==> src/rtl/fpa_pkg.sv <==
// shared constants and types for the fixed-partition first-fit allocator
package fpa_pkg;

    localparam int NUM_PARTS  = 4;
    localparam int SIZE_BITS  = 16;
    localparam int FRAG_BITS  = 18;
    localparam int IDX_W      = 2;
    localparam int PID_W      = 8;
    localparam int CNT_W      = 3;
    localparam int CFG_ADDR_W = 3;
    localparam int CFG_DATA_W = 16;

    // register indexes
    localparam logic [CFG_ADDR_W-1:0] CFG_PART_COUNT = 3'd0;
    localparam int                    CFG_SIZE_BASE  = 1;

    // action codes
    localparam logic ACT_ALLOC = 1'b0;
    localparam logic ACT_FREE  = 1'b1;

    localparam logic [CNT_W-1:0] PART_COUNT_RST = 3'd4;

    typedef logic [SIZE_BITS-1:0] t_size;
    typedef logic [FRAG_BITS-1:0] t_frag;

    // outcome of the first-fit search
    typedef struct packed {
        logic             hit;
        logic [IDX_W-1:0] idx;
    } t_fit;

    // fragmentation totals
    typedef struct packed {
        t_frag ext;
        t_frag intl;
    } t_frag_sum;

endpackage

==> src/rtl/fpa_fit_search.sv <==
// first-fit priority pick over the partitions
module fpa_fit_search (
    input  logic [fpa_pkg::NUM_PARTS-1:0] i_active,
    input  logic [fpa_pkg::NUM_PARTS-1:0] i_occupied,
    input  fpa_pkg::t_size                i_size [fpa_pkg::NUM_PARTS],
    input  fpa_pkg::t_size                i_req,
    output fpa_pkg::t_fit                 o_fit
);

    logic [fpa_pkg::NUM_PARTS-1:0] fits;

    always_comb begin
        for (int i = 0; i < fpa_pkg::NUM_PARTS; i++) begin
            fits[i] = i_active[i] && !i_occupied[i] && (i_size[i] >= i_req);
        end
    end

    // walk from the top so the lowest fitting partition wins
    always_comb begin
        o_fit.hit = 1'b0;
        o_fit.idx = '0;
        for (int i = fpa_pkg::NUM_PARTS - 1; i >= 0; i--) begin
            if (fits[i]) begin
                o_fit.hit = 1'b1;
                o_fit.idx = fpa_pkg::IDX_W'(i);
            end
        end
    end

endmodule

==> src/rtl/fpa_frag_sum.sv <==
// external and internal fragmentation totals over the active partitions
module fpa_frag_sum (
    input  logic [fpa_pkg::NUM_PARTS-1:0] i_active,
    input  logic [fpa_pkg::NUM_PARTS-1:0] i_occupied,
    input  fpa_pkg::t_size                i_size [fpa_pkg::NUM_PARTS],
    input  fpa_pkg::t_size                i_used [fpa_pkg::NUM_PARTS],
    output fpa_pkg::t_frag_sum            o_sum
);

    fpa_pkg::t_size used_eff [fpa_pkg::NUM_PARTS];
    fpa_pkg::t_size slack    [fpa_pkg::NUM_PARTS];
    fpa_pkg::t_size free_sz  [fpa_pkg::NUM_PARTS];

    always_comb begin
        for (int i = 0; i < fpa_pkg::NUM_PARTS; i++) begin
            used_eff[i] = i_occupied[i] ? i_used[i] : '0;
            // a shrunk partition below its used size adds nothing
            slack[i]    = (i_active[i] && (i_size[i] > used_eff[i]))
                          ? (i_size[i] - used_eff[i]) : '0;
            free_sz[i]  = (i_active[i] && !i_occupied[i]) ? i_size[i] : '0;
        end
    end

    // totals wrap at the frag width
    always_comb begin
        o_sum.ext  = '0;
        o_sum.intl = '0;
        for (int i = 0; i < fpa_pkg::NUM_PARTS; i++) begin
            o_sum.ext  = o_sum.ext  + fpa_pkg::FRAG_BITS'(free_sz[i]);
            o_sum.intl = o_sum.intl + fpa_pkg::FRAG_BITS'(slack[i]);
        end
    end

endmodule

==> src/rtl/fixed_partition_first_fit_allocator_top.sv <==
// top level of the fixed-partition first-fit allocator
//
// fixed-partition allocator with first fit. an allocate transaction
// (action 0) is granted the lowest-numbered free active partition whose
// configured size is at least request_size; the partition is marked
// occupied with process_id as holder and request_size as used size. a free
// transaction (action 1) clears the named partition, whether it was held or
// not, and always reports no grant. every transaction yields exactly one
// result carrying the grant, the granted index (0 when none) and the
// external and internal fragmentation totals as they stand after that
// transaction, both wrapping at 18 bits. partition i is active when
// i < part_count; inactive partitions keep their state but are neither
// searched nor summed. timing: an accepted transaction is held in the
// input register, where the search, state update and totals are done
// in a single pass, and its result moves into the output register as it
// advances; a new transaction is taken every cycle while results are
// drained. the output register is the only thing that throttles input:
// a held result stalls the input register only while it cannot move on.
// configuration registers (index 0 part_count, 1..4 partition sizes)
// are written through a plain write port and must only change while the
// block is idle; other indexes are ignored.
module fixed_partition_first_fit_allocator_top (
    input  logic                             i_clk,
    input  logic                             i_rst_n,

    // input channel
    input  logic                             i_in_valid,
    output logic                             o_in_ready,
    input  logic                             i_action,
    input  logic [fpa_pkg::SIZE_BITS-1:0]    i_request_size,
    input  logic [fpa_pkg::PID_W-1:0]        i_process_id,
    input  logic [fpa_pkg::IDX_W-1:0]        i_partition_index,

    // result channel
    output logic                             o_out_valid,
    input  logic                             i_out_ready,
    output logic                             o_granted,
    output logic [fpa_pkg::IDX_W-1:0]        o_granted_index,
    output logic [fpa_pkg::FRAG_BITS-1:0]    o_external_frag,
    output logic [fpa_pkg::FRAG_BITS-1:0]    o_internal_frag,

    // configuration write port
    input  logic                             i_cfg_we,
    input  logic [fpa_pkg::CFG_ADDR_W-1:0]   i_cfg_addr,
    input  logic [fpa_pkg::CFG_DATA_W-1:0]   i_cfg_wdata
);

    // configuration registers
    logic [fpa_pkg::CNT_W-1:0] r_part_count;
    fpa_pkg::t_size            r_size [fpa_pkg::NUM_PARTS];

    // per-partition state
    logic [fpa_pkg::NUM_PARTS-1:0] r_occupied, n_occupied;
    logic [fpa_pkg::PID_W-1:0]     r_holder [fpa_pkg::NUM_PARTS];
    logic [fpa_pkg::PID_W-1:0]     n_holder [fpa_pkg::NUM_PARTS];
    fpa_pkg::t_size                r_used   [fpa_pkg::NUM_PARTS];
    fpa_pkg::t_size                n_used   [fpa_pkg::NUM_PARTS];

    // input register
    logic                          r_in_vld;
    logic                          r_action;
    fpa_pkg::t_size                r_req;
    logic [fpa_pkg::PID_W-1:0]     r_pid;
    logic [fpa_pkg::IDX_W-1:0]     r_pidx;

    // result register
    logic                          r_out_vld;
    logic                          r_granted;
    logic [fpa_pkg::IDX_W-1:0]     r_gidx;
    fpa_pkg::t_frag                r_ext;
    fpa_pkg::t_frag                r_intl;

    logic [fpa_pkg::NUM_PARTS-1:0] active;
    logic                          advance;
    logic                          do_grant;
    fpa_pkg::t_fit                 fit;
    fpa_pkg::t_frag_sum            sums;

    // the staged transaction moves on when the result slot is free or drains
    assign advance    = r_in_vld && (!r_out_vld || i_out_ready);
    assign o_in_ready = !r_in_vld || advance;

    always_comb begin
        for (int i = 0; i < fpa_pkg::NUM_PARTS; i++) begin
            active[i] = (32'(r_part_count) > i);
        end
    end

    fpa_fit_search u_search (
        .i_active   (active),
        .i_occupied (r_occupied),
        .i_size     (r_size),
        .i_req      (r_req),
        .o_fit      (fit)
    );

    assign do_grant = (r_action == fpa_pkg::ACT_ALLOC) && fit.hit;

    // state after the staged transaction
    always_comb begin
        n_occupied = r_occupied;
        n_holder   = r_holder;
        n_used     = r_used;
        if (r_action == fpa_pkg::ACT_ALLOC) begin
            if (fit.hit) begin
                n_occupied[fit.idx] = 1'b1;
                n_holder[fit.idx]   = r_pid;
                n_used[fit.idx]     = r_req;
            end
        end else if (32'(r_pidx) < fpa_pkg::NUM_PARTS) begin
            n_occupied[r_pidx] = 1'b0;
            n_holder[r_pidx]   = '0;
            n_used[r_pidx]     = '0;
        end
    end

    // totals are taken over the updated state
    fpa_frag_sum u_frag (
        .i_active   (active),
        .i_occupied (n_occupied),
        .i_size     (r_size),
        .i_used     (n_used),
        .o_sum      (sums)
    );

    // configuration writes
    always_ff @(posedge i_clk) begin
        if (!i_rst_n) begin
            r_part_count <= fpa_pkg::PART_COUNT_RST;
            for (int i = 0; i < fpa_pkg::NUM_PARTS; i++) begin
                r_size[i] <= '0;
            end
        end else if (i_cfg_we) begin
            if (i_cfg_addr == fpa_pkg::CFG_PART_COUNT) begin
                r_part_count <= i_cfg_wdata[fpa_pkg::CNT_W-1:0];
            end
            for (int i = 0; i < fpa_pkg::NUM_PARTS; i++) begin
                if (i_cfg_addr == fpa_pkg::CFG_ADDR_W'(fpa_pkg::CFG_SIZE_BASE + i)) begin
                    r_size[i] <= i_cfg_wdata[fpa_pkg::SIZE_BITS-1:0];
                end
            end
        end
    end

    // partition state
    always_ff @(posedge i_clk) begin
        if (!i_rst_n) begin
            r_occupied <= '0;
            for (int i = 0; i < fpa_pkg::NUM_PARTS; i++) begin
                r_holder[i] <= '0;
                r_used[i]   <= '0;
            end
        end else if (advance) begin
            r_occupied <= n_occupied;
            r_holder   <= n_holder;
            r_used     <= n_used;
        end
    end

    // input register
    always_ff @(posedge i_clk) begin
        if (!i_rst_n) begin
            r_in_vld <= 1'b0;
        end else if (o_in_ready) begin
            r_in_vld <= i_in_valid;
        end
    end

    always_ff @(posedge i_clk) begin
        if (i_in_valid && o_in_ready) begin
            r_action <= i_action;
            r_req    <= i_request_size;
            r_pid    <= i_process_id;
            r_pidx   <= i_partition_index;
        end
    end

    // result register
    always_ff @(posedge i_clk) begin
        if (!i_rst_n) begin
            r_out_vld <= 1'b0;
        end else if (advance) begin
            r_out_vld <= 1'b1;
        end else if (i_out_ready) begin
            r_out_vld <= 1'b0;
        end
    end

    always_ff @(posedge i_clk) begin
        if (advance) begin
            r_granted <= do_grant;
            r_gidx    <= do_grant ? fit.idx : '0;
            r_ext     <= sums.ext;
            r_intl    <= sums.intl;
        end
    end

    assign o_out_valid     = r_out_vld;
    assign o_granted       = r_granted;
    assign o_granted_index = r_gidx;
    assign o_external_frag = r_ext;
    assign o_internal_frag = r_intl;

endmodule

==> config.mk <==
export PLATFORM = sky130hd
export DESIGN_NAME = fixed_partition_first_fit_allocator_top
export DESIGN_NICKNAME = d
export VERILOG_FILES = /design/src/rtl/fpa_pkg.sv /design/src/rtl/fpa_fit_search.sv /design/src/rtl/fpa_frag_sum.sv /design/src/rtl/fixed_partition_first_fit_allocator_top.sv
export SDC_FILE = /design/constraint.sdc
export NUM_CORES = 1
export LEC_CHECK = 0
export BUFFER_PORTS_ARGS = -buffer_cell sky130_fd_sc_hd__buf_2
export CAP_MARGIN = 25
export CELL_PAD_IN_SITES_DETAIL_PLACEMENT = 1
export CELL_PAD_IN_SITES_GLOBAL_PLACEMENT = 2
export CORE_MARGIN = 3
export CORE_UTILIZATION = 35
export DETAILED_ROUTE_END_ITERATION = 6
export HOLD_SLACK_MARGIN = 0.08
export PLACE_DENSITY_LB_ADDON = 0.05
export SLEW_MARGIN = 20
export SYNTH_ARGS = -nofsm -noshare
export SYNTH_HDL_FRONTEND = slang
export SYNTH_SLANG_ARGS = --single-unit
==> constraint.sdc <==
create_clock -name i_clk -period 8.12 [get_ports i_clk]
set_input_delay 0.406 -clock i_clk [delete_from_list [all_inputs] [get_ports i_clk]]
set_output_delay 0.406 -clock i_clk [all_outputs]
set_load 0.005 [all_outputs]
==> impl_metrics.toml, run 1 <==
[run_status]
run_status = "finished, final reports clean"

[sta]
finalSetupTns_ns = 0
setup_viol = 0
rsz0062_at_grt = "true"
holdWs_ns = 0.118
timing.final.ws_setup_ns = 0.109
slew_violations = 0
fin_crit_ns = 8.01
worst_pin_slew_ns = 0.973
fin_crit_sh = 0.987
clock_skew_ns = 0.0230
slew_headroom = 0.348
fmax_ghz = 0.125
finalHoldViolations = 0

[worst_setup_path]
arrival_ns = 8.26
cp_max_fo = 8
endpoint_kind = "flop"
crit_path_top_delay_cell = "fa_1"
cp_common_cell = "a21o_1"
timing.setup.critical_path_class = "flop to flop"
cp.required_ns = 8.37
start_kind = "flop"
cpPeakStageDelay_ns = 0.51

[routing]
wirelength_mm = 66.7
wl_per_cell_um = 23.5
drc = 0
dr.pass1.iters = 7
vias = 15712
antenna_left = 0
vias_per_cell = 5.55
drt_iter0_markers = 1039

[yosys]
yosysUniqueCellTypes = 76
synth-seq-cells = 195
syn_area_per_cell_um2 = 8.40
yosysTopAreaCell = "dfxtp_1"
syn_nets = 2201
ys_top_cells_by_area = "dfxtp_1 17%, ha_1 15%, edfxtp_1 11%, nand2_1 5.2%, fa_1 5.0%"
ys_seq_area_frac = 0.278
synth-main-ff-cell = "dfxtp_1"
synth.top_cell.area_share = 0.170
synth_cells = 1917
synthArstFlopShare = 0
yosys_warnings = 0
syn_area_mm2 = 0.0161
synth-edff-count = 58

[layout]
num_antenna_cells = 0
stdcell_count = 2833
drive_gt1_frac = 0.237
nNetsFinal = 2512
synthToLayoutAreaGrowth_pct = 27.3

[floorplanning]
floorplan.initialDensity = 0.360
ios = 92
die_width_um = 221
die_area_mm2 = 0.0486
core_area_mm2 = 0.0448
die_h_um = 221
rows = 77

[global_routing]
grt-ovfl-total = 0
grt_max_degree = 72
grt.total_usage = 0.276
grt_pass1_vias = 16033
antenna_found_initial = 3
grt_pass1_wl_mm = 99.1

[clock_tree]
numCtsBuffers = 17
clock-sinks = 195
clk_latency_ns = 0.50
clockBufferDepth = 2
clk_pin_slew_ns = 0.08
cts-root-buf = "clkbuf_16"
tritoncts = "done"
cts_htree_levels = 4

[placed_design]
dp.cells = 2764
place_ws_ns = -0.649
dp_hpwl_mm = 53.7
globalplace.congestion = 0.898
numPortBuffers = 83

[job]
cap_violations = 0

[hold_path]
hold_class = "input port to flop"

[power_and_ir_drop]
p_per_area_mw_per_mm2 = 141
p_leak_nw = 8.95
ir_drop_uv = 195
-- cell usage after synthesis (all sizes together), types with 6 or more instances --
library cell / instances
or3: 18
xnor2: 54
o21a: 18
nand2b: 19
nand3: 96
buf: 16
dfxtp: 137
mux2i: 6
nand2: 223
nor3b: 6
a21o: 30
or2: 8
ha: 193
and3: 20
a22o: 50
nor3: 54
a32o: 16
a31oi: 14
o21bai: 7
o211ai: 25
xor2: 34
a22oi: 47
a211oi: 11
fa: 40
nor2: 99
nor4: 9
o21ai: 61
a21oi: 142
a21boi: 10
inv: 125
edfxtp: 58
o41ai: 8
nor2b: 28
a2111oi: 8
nand4: 36
and2: 63
clkbuf: 76
-- through the flow --
step                       util  area (µm²)  total power [W]
after CTS                 0.444       19900          0.00279
after global placement    0.422       18900          0.00185
after global routing      0.458       20500          0.00304
after detailed placement  0.422       18900          0.00186
after floorplan               -       16100          0.00154
final                     0.458       20500          0.00288
-- registers in the layout (all words and copies together) (netlist names), 2 cells and up --
register	cells
r_used	64
r_occupied	4
r_req	16
r_part_count	3
o_granted_index	2
o_external_frag	18
r_pidx	2
r_size	64
o_internal_frag	18
-- final timing paths --
path                     startpoint  slack (ns)  cells after the start                  end
hold / removal    i_request_size[3]        0.12                      1             r_req[3]
setup reg to reg           r_req[0]        0.11                     40  o_internal_frag[15]
setup / recovery           r_req[0]        0.11                     40  o_internal_frag[15]
hold reg to reg          r_size[48]        0.47                      2           r_size[48]
-- timing repair --
| item | 4_1_cts | 5_1_grt |
|---|---|---|
| cloned | 1 | 0 |
| endpoints found under the setup margin | 10 | 10 |
| gates resized for setup | 45 | 100 |
| hold buffers | 11 | 0 |
| buffers inserted | 8 | 18 |
| hold endpoints to repair | 11 | 0 |
| pin swaps | 20 | 86 |
-- critical path, delay by kind of cell (launching register included) --
kind / cells / cell delay (ns)
compound gates: 17 / 3.49
fa+ha+maj: 6 / 1.84
simple gates: 9 / 1.03
buf+inv: 6 / 0.74
flops: 1 / 0.43
xor+xnor: 2 / 0.22
-- layer usage --
metal / up-vias / GRT usage / part of all wire
li1: 7540 / - / -
met1: 7791 / 0.388 / 0.48
met2: 310 / 0.418 / 0.43
met3: 69 / 0.0569 / 0.051
met4: 2 / 0.103 / 0.037
met5: - / 0 / 0.00020
-- power breakdown --
group / internal (W) / total, W / switching, W
Sequential: 0.00105 / 0.00106 / 0.0000161
Clock: 0.000467 / 0.000901 / 0.000434
Combinational: 0.000412 / 0.000919 / 0.000507
Total: 0.00193 / 0.00288 / 0.000957
-- cell families after synthesis --
family,after synthesis,share of synthesized area
compound gates,487,0.207
xor+xnor,88,0.0478
fa+ha+maj,233,0.200
buf+inv,218,0.0531
flops,195,0.278
mux,6,0.00373
simple gates,690,0.210
-- cell type report --
type	count	area, µm²
Fill cell	5325	24300
Multi-Input combinational cell	1505	11400
Sequential cell	195	4490
Timing Repair Buffer	383	2760
Tap cell	592	741
Clock buffer	24	536
Inverter	126	473
Clock inverter	8	58.8
-- placed cells by master (no fill, tap or decap), types with 11 or more instances in the layout --
| cell type | n |
|---|---|
| a22oi_1 | 46 |
| nor2_1 | 95 |
| nand3_1 | 91 |
| inv_1 | 111 |
| o21a_1 | 18 |
| inv_2 | 15 |
| a21o_1 | 30 |
| fa_1 | 38 |
| edfxtp_1 | 58 |
| o211ai_1 | 25 |
| a21oi_1 | 132 |
| ha_4 | 13 |
| dfxtp_1 | 136 |
| o21ai_2 | 11 |
| ha_1 | 178 |
| buf_2 | 83 |
| a31oi_1 | 12 |
| nor3_1 | 49 |
| o21ai_0 | 43 |
| a32o_1 | 16 |
| xnor2_1 | 51 |
| buf_4 | 279 |
| nor2b_1 | 23 |
| a22o_1 | 50 |
| nand4_1 | 36 |
| xor2_1 | 33 |
| and3_1 | 20 |
| and2_1 | 59 |
| nand2_1 | 221 |
| clkbuf_16 | 20 |
| dlygate4sd3_1 | 11 |
| nand2b_1 | 18 |
| or3_1 | 17 |
No activity file was read; power rests on OpenSTA's default activity.
==> run 2, diff against run 1 <==
Settings changed: CORE_UTILIZATION 35 to 36, CTS_BUF_LIST set to sky130_fd_sc_hd__clkbuf_4.
==> run 2 against run 1 <==
  * Utilization increased by 0.94 points
  * Count of clock-buffer cells in the layout down 7
  * Critical path depth grew 2
  * Critical endpoint is now o_internal_frag[16]
  * Hold slack improved by 0.051 ns
  * Highest routed layer unchanged
  * Total power down 11%
  * Combinational power is 2% lower
  * Clock skew is 0.014 ns higher
==> impl_metrics.toml, run 2 (synthesis results as in run 1) <==
[global_routing]
antenna_found_initial = 3
grt_max_degree = 74
grt_pass1_vias = 16226
grt_pass1_wl_mm = 100
grt.total_usage = 0.281
use_met2 = 0.445
grt_busiest_layer = "met2"
use_met3 = 0.0327
use_met1 = 0.404
grt-ovfl-total = 0

[worst_setup_path]
critPathBufInv = 7
crit_path_top_delay_cell = "fa_1"
rrSetupSlack_ns = 0.12
cp_top_family = "compound AO/OA/AOI/OAI gates"
start_kind = "flop"
arrival_ns = 8.58
rr_startpoint = "r_req[9]"
timing.setup.critical_path_class = "flop to flop"
cp_max_fo = 8
cp.required_ns = 8.69
rr_worst_depth = 42
cp.depth = 42
endpoint_kind = "flop"
cpPeakStageDelay_ns = 0.53
reg2reg_to = "o_internal_frag[16]"

[routing]
dr.pass1.iters = 5
wirelength_mm = 66.3
drt_iter0_markers = 907
drc = 0
vias_per_cell = 5.57
antenna_left = 0
wl_per_cell_um = 23.3
vias = 15873

[clock_tree]
clock-sinks = 195
clk_latency_ns = 0.78
cts-root-buf = "clkbuf_4"
clockBufferDepth = 2
numCtsBuffers = 17
clk_pin_slew_ns = 0.20
cts_htree_levels = 4
tritoncts = "done"

[sta]
clock_skew_ns = 0.0371
fmax_ghz = 0.125
slew_violations = 0
fin_crit_ns = 8.00
worst_pin_slew_ns = 0.984
slew_headroom = 0.344
rsz0062_at_grt = "true"
setup_viol = 0
fin_crit_sh = 0.985
finalSetupTns_ns = 0
finalHoldViolations = 0

[hold_path]
hp-start = "i_cfg_addr[1]"
hold_class = "input port to flop"
min_to = "r_size[56]"
hold_depth = 5

[layout]
stdcell_count = 2851
fill_cells = 5197
mostFrequentLayoutCells = "281 x buf_4, 220 x nand2_1, 176 x ha_1"
synthToLayoutAreaGrowth_pct = 26.5
drive_gt1_frac = 0.231
final_common_cell = "buf_4"
nNetsFinal = 2536
reg_top3 = "r_size: 64 flops, r_used: 64 flops"
multi_input_area_mm2 = 0.0114
seqCellArea_mm2 = 0.00448

[floorplanning]
rows = 76
core_area_mm2 = 0.0436
die_h_um = 218
die_width_um = 218
ios = 92
die_area_mm2 = 0.0473
floorplan.initialDensity = 0.369

[power_and_ir_drop]
ir_drop_uv = 219
p_leak_nw = 8.92
p_per_area_mw_per_mm2 = 126

[placed_design]
numPortBuffers = 83
dp_hpwl_mm = 53.4
globalplace.congestion = 0.935
dp.cells = 2759

[run_status]
run_status = "finished, final reports clean"

[job]
cap_violations = 0
-- run 2: changes by cell type in the layout (fill, tap and decap cells not counted), moves of 3 or more --
cell / before / now
o21ai_1: 6 / 10
clkbuf_16: 20 / 0
inv_6: 4 / 7
o21ai_2: 11 / 7
buf_12: 3 / 0
dlygate4sd3_1: 11 / 38
clkbuf_4: 0 / 17
-- run 2: power breakdown --
part           total [W]  switching (W)  internal [W]
registers        0.00107      0.0000168       0.00105
clock network   0.000596       0.000429      0.000167
logic           0.000900       0.000494      0.000406
total            0.00256       0.000940       0.00162
-- run 2: metrics by stage --
stage / total power (W) / cell area, µm² / hold WS [ns] / util / setup WS (ns)
detailed placement: 0.00187 / 18900 / 0.455 / 0.433 / -0.675
floorplan: 0.00154 / 16100 / 0.436 / - / 0.0109
global route: 0.00271 / 20400 / 0.175 / 0.467 / -0.233
CTS: 0.00251 / 19700 / 0.0900 / 0.452 / 0.0208
finish: 0.00256 / 20400 / 0.169 / 0.467 / 0.118
global placement: 0.00185 / 18900 / 0.458 / 0.433 / -0.447
-- run 2: timing repair --
action / 4_1_cts / 5_1_grt
endpoints found under the setup margin: 11 / 10
resized for setup: 35 / 102
pin swaps: 7 / 73
hold buffers: 38 / 0
buffers inserted: 3 / 18
endpoints found under the hold margin: 88 / 0
-- run 2: metal layers --
metal	wire length (µm)	up-vias	share of wire
met2	29900	313	0.45
met5	13	-	0.00020
met4	1560	2	0.024
met1	32300	7912	0.49
met3	2500	56	0.038
li1	-	7590	-
-- run 2: worst register-to-register path: cells and delay by family (launching register included) --
family | cells | cell delay (ns)
simple gates | 7 | 0.76
flops | 1 | 0.46
buf+inv | 7 | 0.74
fa+ha+maj | 7 | 1.94
compound gates | 19 | 3.66
xor+xnor | 2 | 0.22
-- run 2: layout make-up --
class	instances	area share
Clock inverter	15	0.00810
Timing Repair Buffer	408	0.146
Multi-Input combinational cell	1504	0.560
Clock buffer	17	0.00626
Antenna cell	1	0.000123
Sequential cell	195	0.220
Inverter	126	0.0232
Tap cell	585	0.0359
-- run 2: how the worst max path moves through the flow --
stage               startpoint                  end  slack, ns
finish                r_req[9]  o_internal_frag[16]       0.12
global route          r_req[9]  o_internal_frag[16]      -0.23
CTS                   r_req[0]  o_internal_frag[14]       0.02
detailed placement   r_req[13]  o_internal_frag[15]      -0.67
global placement     r_req[10]  o_internal_frag[15]      -0.45
floorplan             r_req[4]  o_internal_frag[17]       0.01
